`config.mk`:
```
export PLATFORM = sky130hd
export DESIGN_NAME = scan_dwell_sequencer
export DESIGN_NICKNAME = d
export VERILOG_FILES = /design/src/rtl/sds_pkg.sv /design/src/rtl/sds_chan_mem.sv /design/src/rtl/sds_ctrl.sv /design/src/rtl/sds_out.sv /design/src/rtl/scan_dwell_sequencer.sv
export SDC_FILE = /design/constraint.sdc
export NUM_CORES = 1
export LEC_CHECK = 0
export ABC_AREA = 1
export BUFFER_PORTS_ARGS = -buffer_cell sky130_fd_sc_hd__buf_2
export CORE_MARGIN = 2
export CORE_UTILIZATION = 35
export CTS_BUF_LIST = sky130_fd_sc_hd__clkbuf_4 sky130_fd_sc_hd__clkbuf_8
export DETAILED_ROUTE_END_ITERATION = 10
export HOLD_SLACK_MARGIN = 0.06
export SLEW_MARGIN = 20
export SYNTH_ARGS = -nofsm -noshare
export SYNTH_HDL_FRONTEND = slang
export SYNTH_SLANG_ARGS = --single-unit
```
`constraint.sdc`:
```
create_clock -name aclk -period 7.8 [get_ports aclk]
set_input_delay 1.56 -clock aclk [delete_from_list [all_inputs] [get_ports aclk]]
set_output_delay 1.56 -clock aclk [all_outputs]
set_load 0.01 [all_outputs]
```
`src/rtl/sds_pkg.sv`:
```
`timescale 1ns / 1ps
// Package for the scan dwell sequencer: codes, widths, result struct.
// No dependencies; imported by every module of the block.
package sds_pkg;

    localparam int MAX_CHANNELS_DEF = 16;
    localparam int TU_SHIFT_DEF     = 10;

    localparam int TIME_W     = 48;
    localparam int TU_W       = 16;
    localparam int COUNT_W    = 5;
    localparam int SLOT_IN_W  = 4;
    localparam int CHAN_W     = 8;
    localparam int CFG_IDX_W  = 3;
    localparam int CFG_DATA_W = 16;
    localparam int S_TDATA_W  = 64;
    localparam int M_TDATA_W  = 64;

    // configuration register indexes
    localparam logic [CFG_IDX_W-1:0] CFG_MIN_DWELL  = 3'd0;
    localparam logic [CFG_IDX_W-1:0] CFG_MAX_DWELL  = 3'd1;
    localparam logic [CFG_IDX_W-1:0] CFG_PROBE_WAIT = 3'd2;
    localparam logic [CFG_IDX_W-1:0] CFG_ACTIVE     = 3'd3;
    localparam logic [CFG_IDX_W-1:0] CFG_CHAN_COUNT = 3'd4;

    typedef enum logic [1:0] {
        KIND_START  = 2'd0,
        KIND_EXPIRY = 2'd1,
        KIND_RESET  = 2'd2,
        KIND_LOAD   = 2'd3
    } kind_t;

    typedef enum logic [2:0] {
        ST_STARTED  = 3'd0,
        ST_BUSY     = 3'd1,
        ST_INVALID  = 3'd2,
        ST_CONTINUE = 3'd3,
        ST_NEXT     = 3'd4,
        ST_PROBE    = 3'd5,
        ST_FINISHED = 3'd6,
        ST_IGNORED  = 3'd7
    } status_t;

    // per-request result, short of the channel number read from the table
    typedef struct packed {
        status_t                status;
        logic                   running;
        logic                   armed;
        logic [TIME_W-1:0]      deadline;
        logic [SLOT_IN_W-1:0]   slot;
    } sds_result_t;

endpackage

```
`src/rtl/sds_chan_mem.sv`:
```
`timescale 1ns / 1ps
// Channel list RAM: one write port, one registered read port.
// Same-address write and read in one cycle returns the new data.
module sds_chan_mem
    import sds_pkg::*;
#(
    parameter int DEPTH = MAX_CHANNELS_DEF,
    parameter int AW    = 4
) (
    input  logic              aclk,
    input  logic              we,
    input  logic [AW-1:0]     waddr,
    input  logic [CHAN_W-1:0] wdata,
    input  logic              re,
    input  logic [AW-1:0]     raddr,
    output logic [CHAN_W-1:0] rdata
);

    logic [CHAN_W-1:0] mem [DEPTH];
    logic [CHAN_W-1:0] rdata_reg;

    always_ff @(posedge aclk) begin
        if (we) begin
            mem[waddr] <= wdata;
        end
    end

    always_ff @(posedge aclk) begin
        if (re) begin
            if (we && (waddr == raddr)) begin
                rdata_reg <= wdata;
            end else begin
                rdata_reg <= mem[raddr];
            end
        end
    end

    assign rdata = rdata_reg;

endmodule

```
`src/rtl/sds_ctrl.sv`:
```
`timescale 1ns / 1ps
// Scan control: config registers, scan state registers and the per-request
// next-state logic. Drives the channel RAM ports. Uses sds_pkg.
module sds_ctrl
    import sds_pkg::*;
#(
    parameter int MAX_CHANNELS = MAX_CHANNELS_DEF,
    parameter int TU_SHIFT     = TU_SHIFT_DEF
) (
    input  logic                  aclk,
    input  logic                  aresetn,
    input  logic                  cfg_we,
    input  logic [CFG_IDX_W-1:0]  cfg_index,
    input  logic [CFG_DATA_W-1:0] cfg_wdata,
    input  logic                  req_fire,
    input  kind_t                 req_kind,
    input  logic [TIME_W-1:0]     req_now,
    input  logic [SLOT_IN_W-1:0]  req_slot,
    input  logic [CHAN_W-1:0]     req_chan,
    output logic                  mem_we,
    output logic [(MAX_CHANNELS > 1 ? $clog2(MAX_CHANNELS) : 1)-1:0] mem_waddr,
    output logic [CHAN_W-1:0]     mem_wdata,
    output logic                  mem_re,
    output logic [(MAX_CHANNELS > 1 ? $clog2(MAX_CHANNELS) : 1)-1:0] mem_raddr,
    output sds_result_t           result
);

    localparam int SLOT_W = $clog2(MAX_CHANNELS + 1);
    localparam int IDX_W  = (MAX_CHANNELS > 1) ? $clog2(MAX_CHANNELS) : 1;
    localparam logic [7:0] MAX_CNT = 8'(MAX_CHANNELS);

    logic [TU_W-1:0]    min_dwell_reg, max_dwell_reg, probe_wait_reg;
    logic               active_reg;
    logic [COUNT_W-1:0] count_reg;

    logic               running_reg, running_next;
    logic [SLOT_W-1:0]  slot_index_reg, slot_index_next;
    logic [TIME_W-1:0]  dwell_start_reg, dwell_start_next;
    logic [TIME_W-1:0]  deadline_reg, deadline_next;
    logic               armed_reg, armed_next;
    status_t            status;

    logic [TIME_W-1:0]  min_us, max_us, probe_us, first_us, elapsed;
    logic [TIME_W-1:0]  add_base, add_off, add_sum;
    logic               max_hit, min_hit, probe_hit, restart;
    logic [7:0]         used_cnt, slot_inc_ext;
    logic [SLOT_W-1:0]  slot_inc;
    logic               load_ok;
    logic [IDX_W+SLOT_IN_W-1:0] wslot_wide;
    logic [IDX_W+SLOT_W-1:0]    rslot_wide;
    logic [SLOT_W+SLOT_IN_W-1:0] oslot_wide;

    always_ff @(posedge aclk) begin
        if (!aresetn) begin
            min_dwell_reg  <= '0;
            max_dwell_reg  <= '0;
            probe_wait_reg <= '0;
            active_reg     <= 1'b0;
            count_reg      <= '0;
        end else if (cfg_we) begin
            unique case (cfg_index)
                CFG_MIN_DWELL:  min_dwell_reg  <= cfg_wdata;
                CFG_MAX_DWELL:  max_dwell_reg  <= cfg_wdata;
                CFG_PROBE_WAIT: probe_wait_reg <= cfg_wdata;
                CFG_ACTIVE:     active_reg     <= cfg_wdata[0];
                CFG_CHAN_COUNT: count_reg      <= cfg_wdata[COUNT_W-1:0];
                default: ;
            endcase
        end
    end

    // limits in microseconds
    assign min_us   = {{(TIME_W-TU_W){1'b0}}, min_dwell_reg} << TU_SHIFT;
    assign max_us   = {{(TIME_W-TU_W){1'b0}}, max_dwell_reg} << TU_SHIFT;
    assign probe_us = {{(TIME_W-TU_W){1'b0}}, probe_wait_reg} << TU_SHIFT;
    assign first_us = active_reg ? probe_us : min_us;

    assign elapsed   = req_now - dwell_start_reg;
    assign max_hit   = (elapsed >= max_us);
    assign min_hit   = (elapsed >= min_us);
    assign probe_hit = (elapsed >= probe_us);

    assign used_cnt     = ({3'b0, count_reg} > MAX_CNT) ? MAX_CNT : {3'b0, count_reg};
    assign slot_inc     = slot_index_reg + SLOT_W'(1);
    assign slot_inc_ext = 8'(slot_inc);

    // one shared adder for every deadline
    assign restart  = (req_kind == KIND_START) || max_hit;
    assign add_base = restart ? req_now : dwell_start_reg;
    assign add_off  = restart ? first_us : (min_hit ? max_us : min_us);
    assign add_sum  = add_base + add_off;

    assign load_ok    = ({4'b0, req_slot} < MAX_CNT);
    assign wslot_wide = {{IDX_W{1'b0}}, req_slot};

    always_comb begin
        running_next     = running_reg;
        slot_index_next  = slot_index_reg;
        dwell_start_next = dwell_start_reg;
        deadline_next    = deadline_reg;
        armed_next       = armed_reg;
        status           = ST_IGNORED;
        unique case (req_kind)
            KIND_START: begin
                if (running_reg) begin
                    status = ST_BUSY;
                end else if (used_cnt == 8'd0 || max_dwell_reg < min_dwell_reg) begin
                    status = ST_INVALID;
                end else begin
                    running_next     = 1'b1;
                    slot_index_next  = '0;
                    dwell_start_next = req_now;
                    deadline_next    = add_sum;
                    armed_next       = 1'b1;
                    status           = ST_STARTED;
                end
            end
            KIND_EXPIRY: begin
                if (!running_reg) begin
                    status = ST_IGNORED;
                end else if (max_hit) begin
                    if (slot_inc_ext >= used_cnt) begin
                        running_next     = 1'b0;
                        slot_index_next  = '0;
                        dwell_start_next = '0;
                        deadline_next    = '0;
                        armed_next       = 1'b0;
                        status           = ST_FINISHED;
                    end else begin
                        slot_index_next  = slot_inc;
                        dwell_start_next = req_now;
                        deadline_next    = add_sum;
                        armed_next       = 1'b1;
                        status           = ST_NEXT;
                    end
                end else if (min_hit) begin
                    deadline_next = add_sum;
                    armed_next    = 1'b1;
                    status        = ST_CONTINUE;
                end else if (active_reg && probe_hit) begin
                    deadline_next = add_sum;
                    armed_next    = 1'b1;
                    status        = ST_PROBE;
                end else begin
                    status = ST_CONTINUE;
                end
            end
            KIND_RESET: begin
                running_next     = 1'b0;
                slot_index_next  = '0;
                dwell_start_next = '0;
                deadline_next    = '0;
                armed_next       = 1'b0;
            end
            KIND_LOAD: ;
            default: ;
        endcase
    end

    always_ff @(posedge aclk) begin
        if (!aresetn) begin
            running_reg     <= 1'b0;
            slot_index_reg  <= '0;
            dwell_start_reg <= '0;
            deadline_reg    <= '0;
            armed_reg       <= 1'b0;
        end else if (req_fire) begin
            running_reg     <= running_next;
            slot_index_reg  <= slot_index_next;
            dwell_start_reg <= dwell_start_next;
            deadline_reg    <= deadline_next;
            armed_reg       <= armed_next;
        end
    end

    // table read follows the position after this request
    assign rslot_wide = {{IDX_W{1'b0}}, slot_index_next};
    assign oslot_wide = {{SLOT_IN_W{1'b0}}, slot_index_next};

    assign mem_we    = req_fire && (req_kind == KIND_LOAD) && load_ok;
    assign mem_waddr = wslot_wide[IDX_W-1:0];
    assign mem_wdata = req_chan;
    assign mem_re    = req_fire;
    assign mem_raddr = rslot_wide[IDX_W-1:0];

    assign result.status   = status;
    assign result.running  = running_next;
    assign result.armed    = armed_next;
    assign result.deadline = armed_next ? deadline_next : '0;
    assign result.slot     = running_next ? oslot_wide[SLOT_IN_W-1:0] : '0;

endmodule

```
`src/rtl/sds_out.sv`:
```
`timescale 1ns / 1ps
// Output register of the result stream; joins the registered table read.
// Uses sds_pkg.
module sds_out
    import sds_pkg::*;
(
    input  logic                 aclk,
    input  logic                 aresetn,
    input  logic                 req_fire,
    input  sds_result_t          result,
    input  logic [CHAN_W-1:0]    mem_rdata,
    output logic                 take_ok,
    output logic                 m_tvalid,
    input  logic                 m_tready,
    output logic [M_TDATA_W-1:0] m_tdata,
    output logic [2:0]           m_tuser
);

    logic        valid_reg;
    sds_result_t res_reg;
    logic [CHAN_W-1:0] chan;

    always_ff @(posedge aclk) begin
        if (!aresetn) begin
            valid_reg <= 1'b0;
        end else if (req_fire) begin
            valid_reg <= 1'b1;
        end else if (m_tready) begin
            valid_reg <= 1'b0;
        end
    end

    always_ff @(posedge aclk) begin
        if (req_fire) begin
            res_reg <= result;
        end
    end

    // new request only when no result is held or the held result leaves this cycle
    assign take_ok  = aresetn && (!valid_reg || m_tready);
    assign chan     = res_reg.running ? mem_rdata : '0;
    assign m_tvalid = valid_reg;
    assign m_tuser  = res_reg.status;
    assign m_tdata  = {3'b0, res_reg.slot, chan, res_reg.deadline, res_reg.armed};

endmodule

```
`src/rtl/scan_dwell_sequencer.sv`:
```
`timescale 1ns / 1ps
// Scan dwell sequencer top level. The result is valid in the cycle after the request is taken.
// Throughput: one request per cycle; the channel RAM's single read per cycle and the
// output register set it, and back-pressure stalls intake only while a result is held.
// Reset (aresetn, synchronous, active low) clears the config, scan state and output valid
// registers at once; the channel table RAM is not cleared and needs no clearing pass.
module scan_dwell_sequencer
    import sds_pkg::*;
#(
    parameter int MAX_CHANNELS = MAX_CHANNELS_DEF,
    parameter int TU_SHIFT     = TU_SHIFT_DEF
) (
    input  logic                  aclk,
    input  logic                  aresetn,
    input  logic                  cfg_we,
    input  logic [CFG_IDX_W-1:0]  cfg_index,
    input  logic [CFG_DATA_W-1:0] cfg_wdata,
    input  logic                  s_tvalid,
    output logic                  s_tready,
    input  logic [S_TDATA_W-1:0]  s_tdata,  // now_us[47:0], slot[51:48], channel_number[59:52]
    input  logic [1:0]            s_tuser,  // kind[1:0]
    output logic                  m_tvalid,
    input  logic                  m_tready,
    output logic [M_TDATA_W-1:0]  m_tdata,  // timer_armed[0], deadline_us[48:1],
                                            // current_channel[56:49], current_slot[60:57]
    output logic [2:0]            m_tuser   // status[2:0]
);

    localparam int IDX_W = (MAX_CHANNELS > 1) ? $clog2(MAX_CHANNELS) : 1;

    logic              req_fire, take_ok;
    logic              mem_we, mem_re;
    logic [IDX_W-1:0]  mem_waddr, mem_raddr;
    logic [CHAN_W-1:0] mem_wdata, mem_rdata;
    sds_result_t       result;

    assign s_tready = take_ok;
    assign req_fire = s_tvalid && take_ok;

    sds_ctrl #(
        .MAX_CHANNELS (MAX_CHANNELS),
        .TU_SHIFT     (TU_SHIFT)
    ) u_ctrl (
        .aclk      (aclk),
        .aresetn   (aresetn),
        .cfg_we    (cfg_we),
        .cfg_index (cfg_index),
        .cfg_wdata (cfg_wdata),
        .req_fire  (req_fire),
        .req_kind  (kind_t'(s_tuser)),
        .req_now   (s_tdata[47:0]),
        .req_slot  (s_tdata[51:48]),
        .req_chan  (s_tdata[59:52]),
        .mem_we    (mem_we),
        .mem_waddr (mem_waddr),
        .mem_wdata (mem_wdata),
        .mem_re    (mem_re),
        .mem_raddr (mem_raddr),
        .result    (result)
    );

    sds_chan_mem #(
        .DEPTH (MAX_CHANNELS),
        .AW    (IDX_W)
    ) u_mem (
        .aclk  (aclk),
        .we    (mem_we),
        .waddr (mem_waddr),
        .wdata (mem_wdata),
        .re    (mem_re),
        .raddr (mem_raddr),
        .rdata (mem_rdata)
    );

    sds_out u_out (
        .aclk      (aclk),
        .aresetn   (aresetn),
        .req_fire  (req_fire),
        .result    (result),
        .mem_rdata (mem_rdata),
        .take_ok   (take_ok),
        .m_tvalid  (m_tvalid),
        .m_tready  (m_tready),
        .m_tdata   (m_tdata),
        .m_tuser   (m_tuser)
    );

endmodule

```
==> flow_metrics.tcl <==
set metrics [dict create \
    clock_latency_ns 0.68 \
    die_h_um 272 \
    fmax_mhz 132 \
    placed_cell_area_sq_um 28400 \
    cts.clk_slew.worst_paths_ns 0.06 \
    status "finished clean" \
    syn_inst 3553 \
    rows 98 \
    drive_above_1_share 0.198 \
    nets 4130 \
    ys.flop_type "edfxtp_1" \
    critPathArrivalTime_ns 7.98 \
    synth_area_sq_um 25100 \
    ff2ff_setup_slack_ns 0.86 \
    worst_clock_skew_ns 0.0375 \
    areaGrowthSynthToFinish_pct 21.4 \
    yosys_warnings 0 \
    die_x_um 272 \
    cts_tree "built" \
    drv_slew 0 \
    cp-startpoint "s_tdata[0]" \
    pre_cts_ws_ns -1.19 \
    fin_cells 4911 \
    fill_cells 7316 \
    min_period_ns 7.59 \
    grt_pass1_wl_um 126000 \
    drt.antenna.violating_nets 0 \
    regToRegEndpoint "u_out.m_tdata[26]$_SDFFCE_PN0P_" \
    first_pass_iters 7 \
    largest_register_ffs 128 \
    wirelength_um 81900 \
    drt_iter0_drc 1844 \
    period_share 0.973 \
    grt_pass1_vias 22400 \
    p_per_area_nw_per_um2 174 \
    finalSetupViolCount 0 \
    htreeDepth 3 \
    synth_edf_count 193 \
    final_hold_viol_count 0 \
    globalplace.congestion 0.952 \
    wire_per_inst_um 16.7 \
    rr_startpoint "u_ctrl.dwell_start_reg[0]$_SDFFE_PN0P_" \
    dieArea_sq_um 73800 \
    path_max_fanout 12 \
    slew_headroom 0.324 \
    use_met3 0.0264 \
    fin_tns_setup_ns 0 \
    gr-usage-met2 0.367 \
    clock_path_buffers 3 \
    regMostFlops "u_mem.mem" \
    peakVddDrop_uv 96.8 \
    grt_overflow 0 \
    fin_ws_ns 0.209 \
    min_path_type "reg2reg" \
    cp-end-kind "flop" \
    maxCapViolCount 0 \
    crit_type "in2reg" \
    detailed_place_hpwl_um 61700 \
    slowest_delay_ns 0.52 \
    numClockSinks 351 \
    power_mw 5.30 \
    ios 159 \
    crit_top_cell "buf_4" \
    start_util 0.352 \
    post-place-cells 4773 \
    viasPerCell 4.91 \
    clockRootBuffer "clkbuf_8" \
    cp-start-kind "input port" \
    fin_hold_ws_ns 0.451 \
    post-route-drc-count 0 \
    grt_use_met1 0.291 \
    grt.busiest_layer "met2" \
    numCtsBuffers 66 \
    antenna_found_initial 6 \
    final_core_util 0.427 \
    slowest_stage "o21ai_0" \
    syn_avg_cell_area_sq_um 7.05 \
    cts_hold_buf 0 \
    p_leak_nw 14.1 \
    synth_cell_types 55 \
    grt_max_degree 82 \
    async_flop_share 0 \
    worstMarginPinSlew_ns 1.01 \
    required_ns 8.19 \
    multiInputGateArea_sq_um 13400 \
    cp-endpoint "u_out.m_tdata[26]$_SDFFCE_PN0P_" \
    regArea_sq_um 8960 \
    synth.ff_latch_count 351 \
    io_buffers 151 \
    design_area_sq_um 30400 \
    grtUsageTotal 0.217 \
    seq_area_frac_synth 0.357 \
    core_area_sq_um 71200 \
    vias 24100 \
    r2r_cells 40 \
]
-- cells in the final DEF, fill, tap and decap left out, types with 6 or more instances in the layout --
cell	netlist	layout
o211ai_1	49	49
edfxtp_1	193	193
nor2_1	230	220
o21ai_1	13	16
o22ai_1	14	13
a31oi_1	8	8
a211oi_1	58	58
nand3_1	261	255
clkbuf_4	0	21
o21ai_2	3	10
nand2_1	890	864
a21oi_2	2	10
xor2_2	0	6
inv_1	563	557
xor2_1	30	24
a21oi_1	252	243
o221ai_1	12	12
xnor2_1	16	14
buf_2	41	151
clkinv_2	0	9
o21ai_0	206	196
clkbuf_8	0	74
nor3_1	14	13
nor2_2	18	21
nand2_4	5	9
o21bai_1	12	11
nand2_2	23	45
inv_2	25	29
diode_2	0	6
clkinv_1	3	12
ha_1	136	117
buf_4	72	318
nand3b_1	56	56
ha_4	0	17
nor2_4	2	9
dfxtp_1	158	158
nand4_1	59	59
nand3_2	8	10
-- repair_timing --
| action | CTS | global route |
|---|---|---|
| setup buffers | 0 | 12 |
| pin swaps | 1 | 53 |
| gates resized for setup | 8 | 117 |
| setup endpoints to repair | 54 | 59 |
-- how the worst min path moves through the flow --
stage | cells past startpoint | endpoint | startpoint | slack [ns]
after floorplan | 2 | u_ctrl.deadline_reg[35]$_SDFFE_PN0P_ | u_ctrl.deadline_reg[35]$_SDFFE_PN0P_ | 0.43
after global placement | 2 | u_ctrl.deadline_reg[46]$_SDFFE_PN0P_ | u_ctrl.deadline_reg[46]$_SDFFE_PN0P_ | 0.44
after detailed placement | 2 | u_ctrl.deadline_reg[42]$_SDFFE_PN0P_ | u_ctrl.deadline_reg[42]$_SDFFE_PN0P_ | 0.44
after CTS | 2 | u_ctrl.deadline_reg[42]$_SDFFE_PN0P_ | u_ctrl.deadline_reg[42]$_SDFFE_PN0P_ | 0.45
after global routing | 2 | u_ctrl.deadline_reg[39]$_SDFFE_PN0P_ | u_ctrl.deadline_reg[39]$_SDFFE_PN0P_ | 0.47
final | 2 | u_ctrl.deadline_reg[42]$_SDFFE_PN0P_ | u_ctrl.deadline_reg[42]$_SDFFE_PN0P_ | 0.45
-- per-layer routing --
metal / share of wire / up-vias
met5: 0.00016 / -
met4: 0.024 / 2
met3: 0.055 / 121
met2: 0.47 / 623
met1: 0.45 / 11100
li1: - / 12300
-- synthesized netlist by cell type, types with 5 or more instances --
library cell | count | area [sq um]
o211ai_1 | 49 | 368
inv_2 | 25 | 93.8
xor2_1 | 30 | 263
o22ai_1 | 14 | 87.6
buf_2 | 41 | 205
nand4_1 | 59 | 369
o21ai_0 | 206 | 1030
buf_1 | 8 | 30.0
nand3b_1 | 56 | 420
xnor2_1 | 16 | 140
nand2_1 | 890 | 3340
edfxtp_1 | 193 | 5800
nand3_1 | 261 | 1310
dfxtp_1 | 158 | 3160
nor4_1 | 6 | 37.5
nor3_1 | 14 | 70.1
nor2_2 | 18 | 113
inv_1 | 563 | 2110
nand3_2 | 8 | 80.1
a21oi_1 | 252 | 1260
o21ai_1 | 13 | 65.1
a211oi_1 | 58 | 435
o221ai_1 | 12 | 105
ha_1 | 136 | 1700
nand2_4 | 5 | 56.3
a31oi_1 | 8 | 50.1
clkbuf_1 | 73 | 274
buf_4 | 72 | 541
o21bai_1 | 12 | 90.1
nand2_2 | 23 | 144
nor2_1 | 230 | 863
-- worst max-delay path, delay by kind of cell --
kind	cells	cell delay (ns)
AO/OA/AOI/OAI	13	2.31
buffers and inverters	10	1.38
AND/OR/NAND/NOR	13	1.24
adder cells (fa/ha/maj)	4	1.15
XOR/XNOR	2	0.32
-- power by group --
part / switching, mW / internal, mW / leakage, nW
combinational: 0.822 / 0.557 / 10.3
clock: 0.842 / 1.05 / 0.734
sequential: 0.0314 / 2.00 / 3.06
-- kinds of logic after synthesis --
family	after synthesis	share of synthesized area
and+or+nand+nor	1582	0.276
buffers and inverters	788	0.132
AOI/OAI and AO/OA	646	0.148
DFF	351	0.357
adders and majority gates	138	0.0695
xor gates and xnor gates	47	0.0172
other	1	0.000150
-- cell type report --
type / instances / area share
multi-input combinational: 2416 / 0.441
tap: 950 / 0.0391
sequential: 351 / 0.294
antenna: 6 / 0.000493
clock buffer: 95 / 0.0387
inverter: 591 / 0.0731
clock inverter: 26 / 0.00674
timing repair buffer: 476 / 0.106
(Power assumes the default switching activity.)
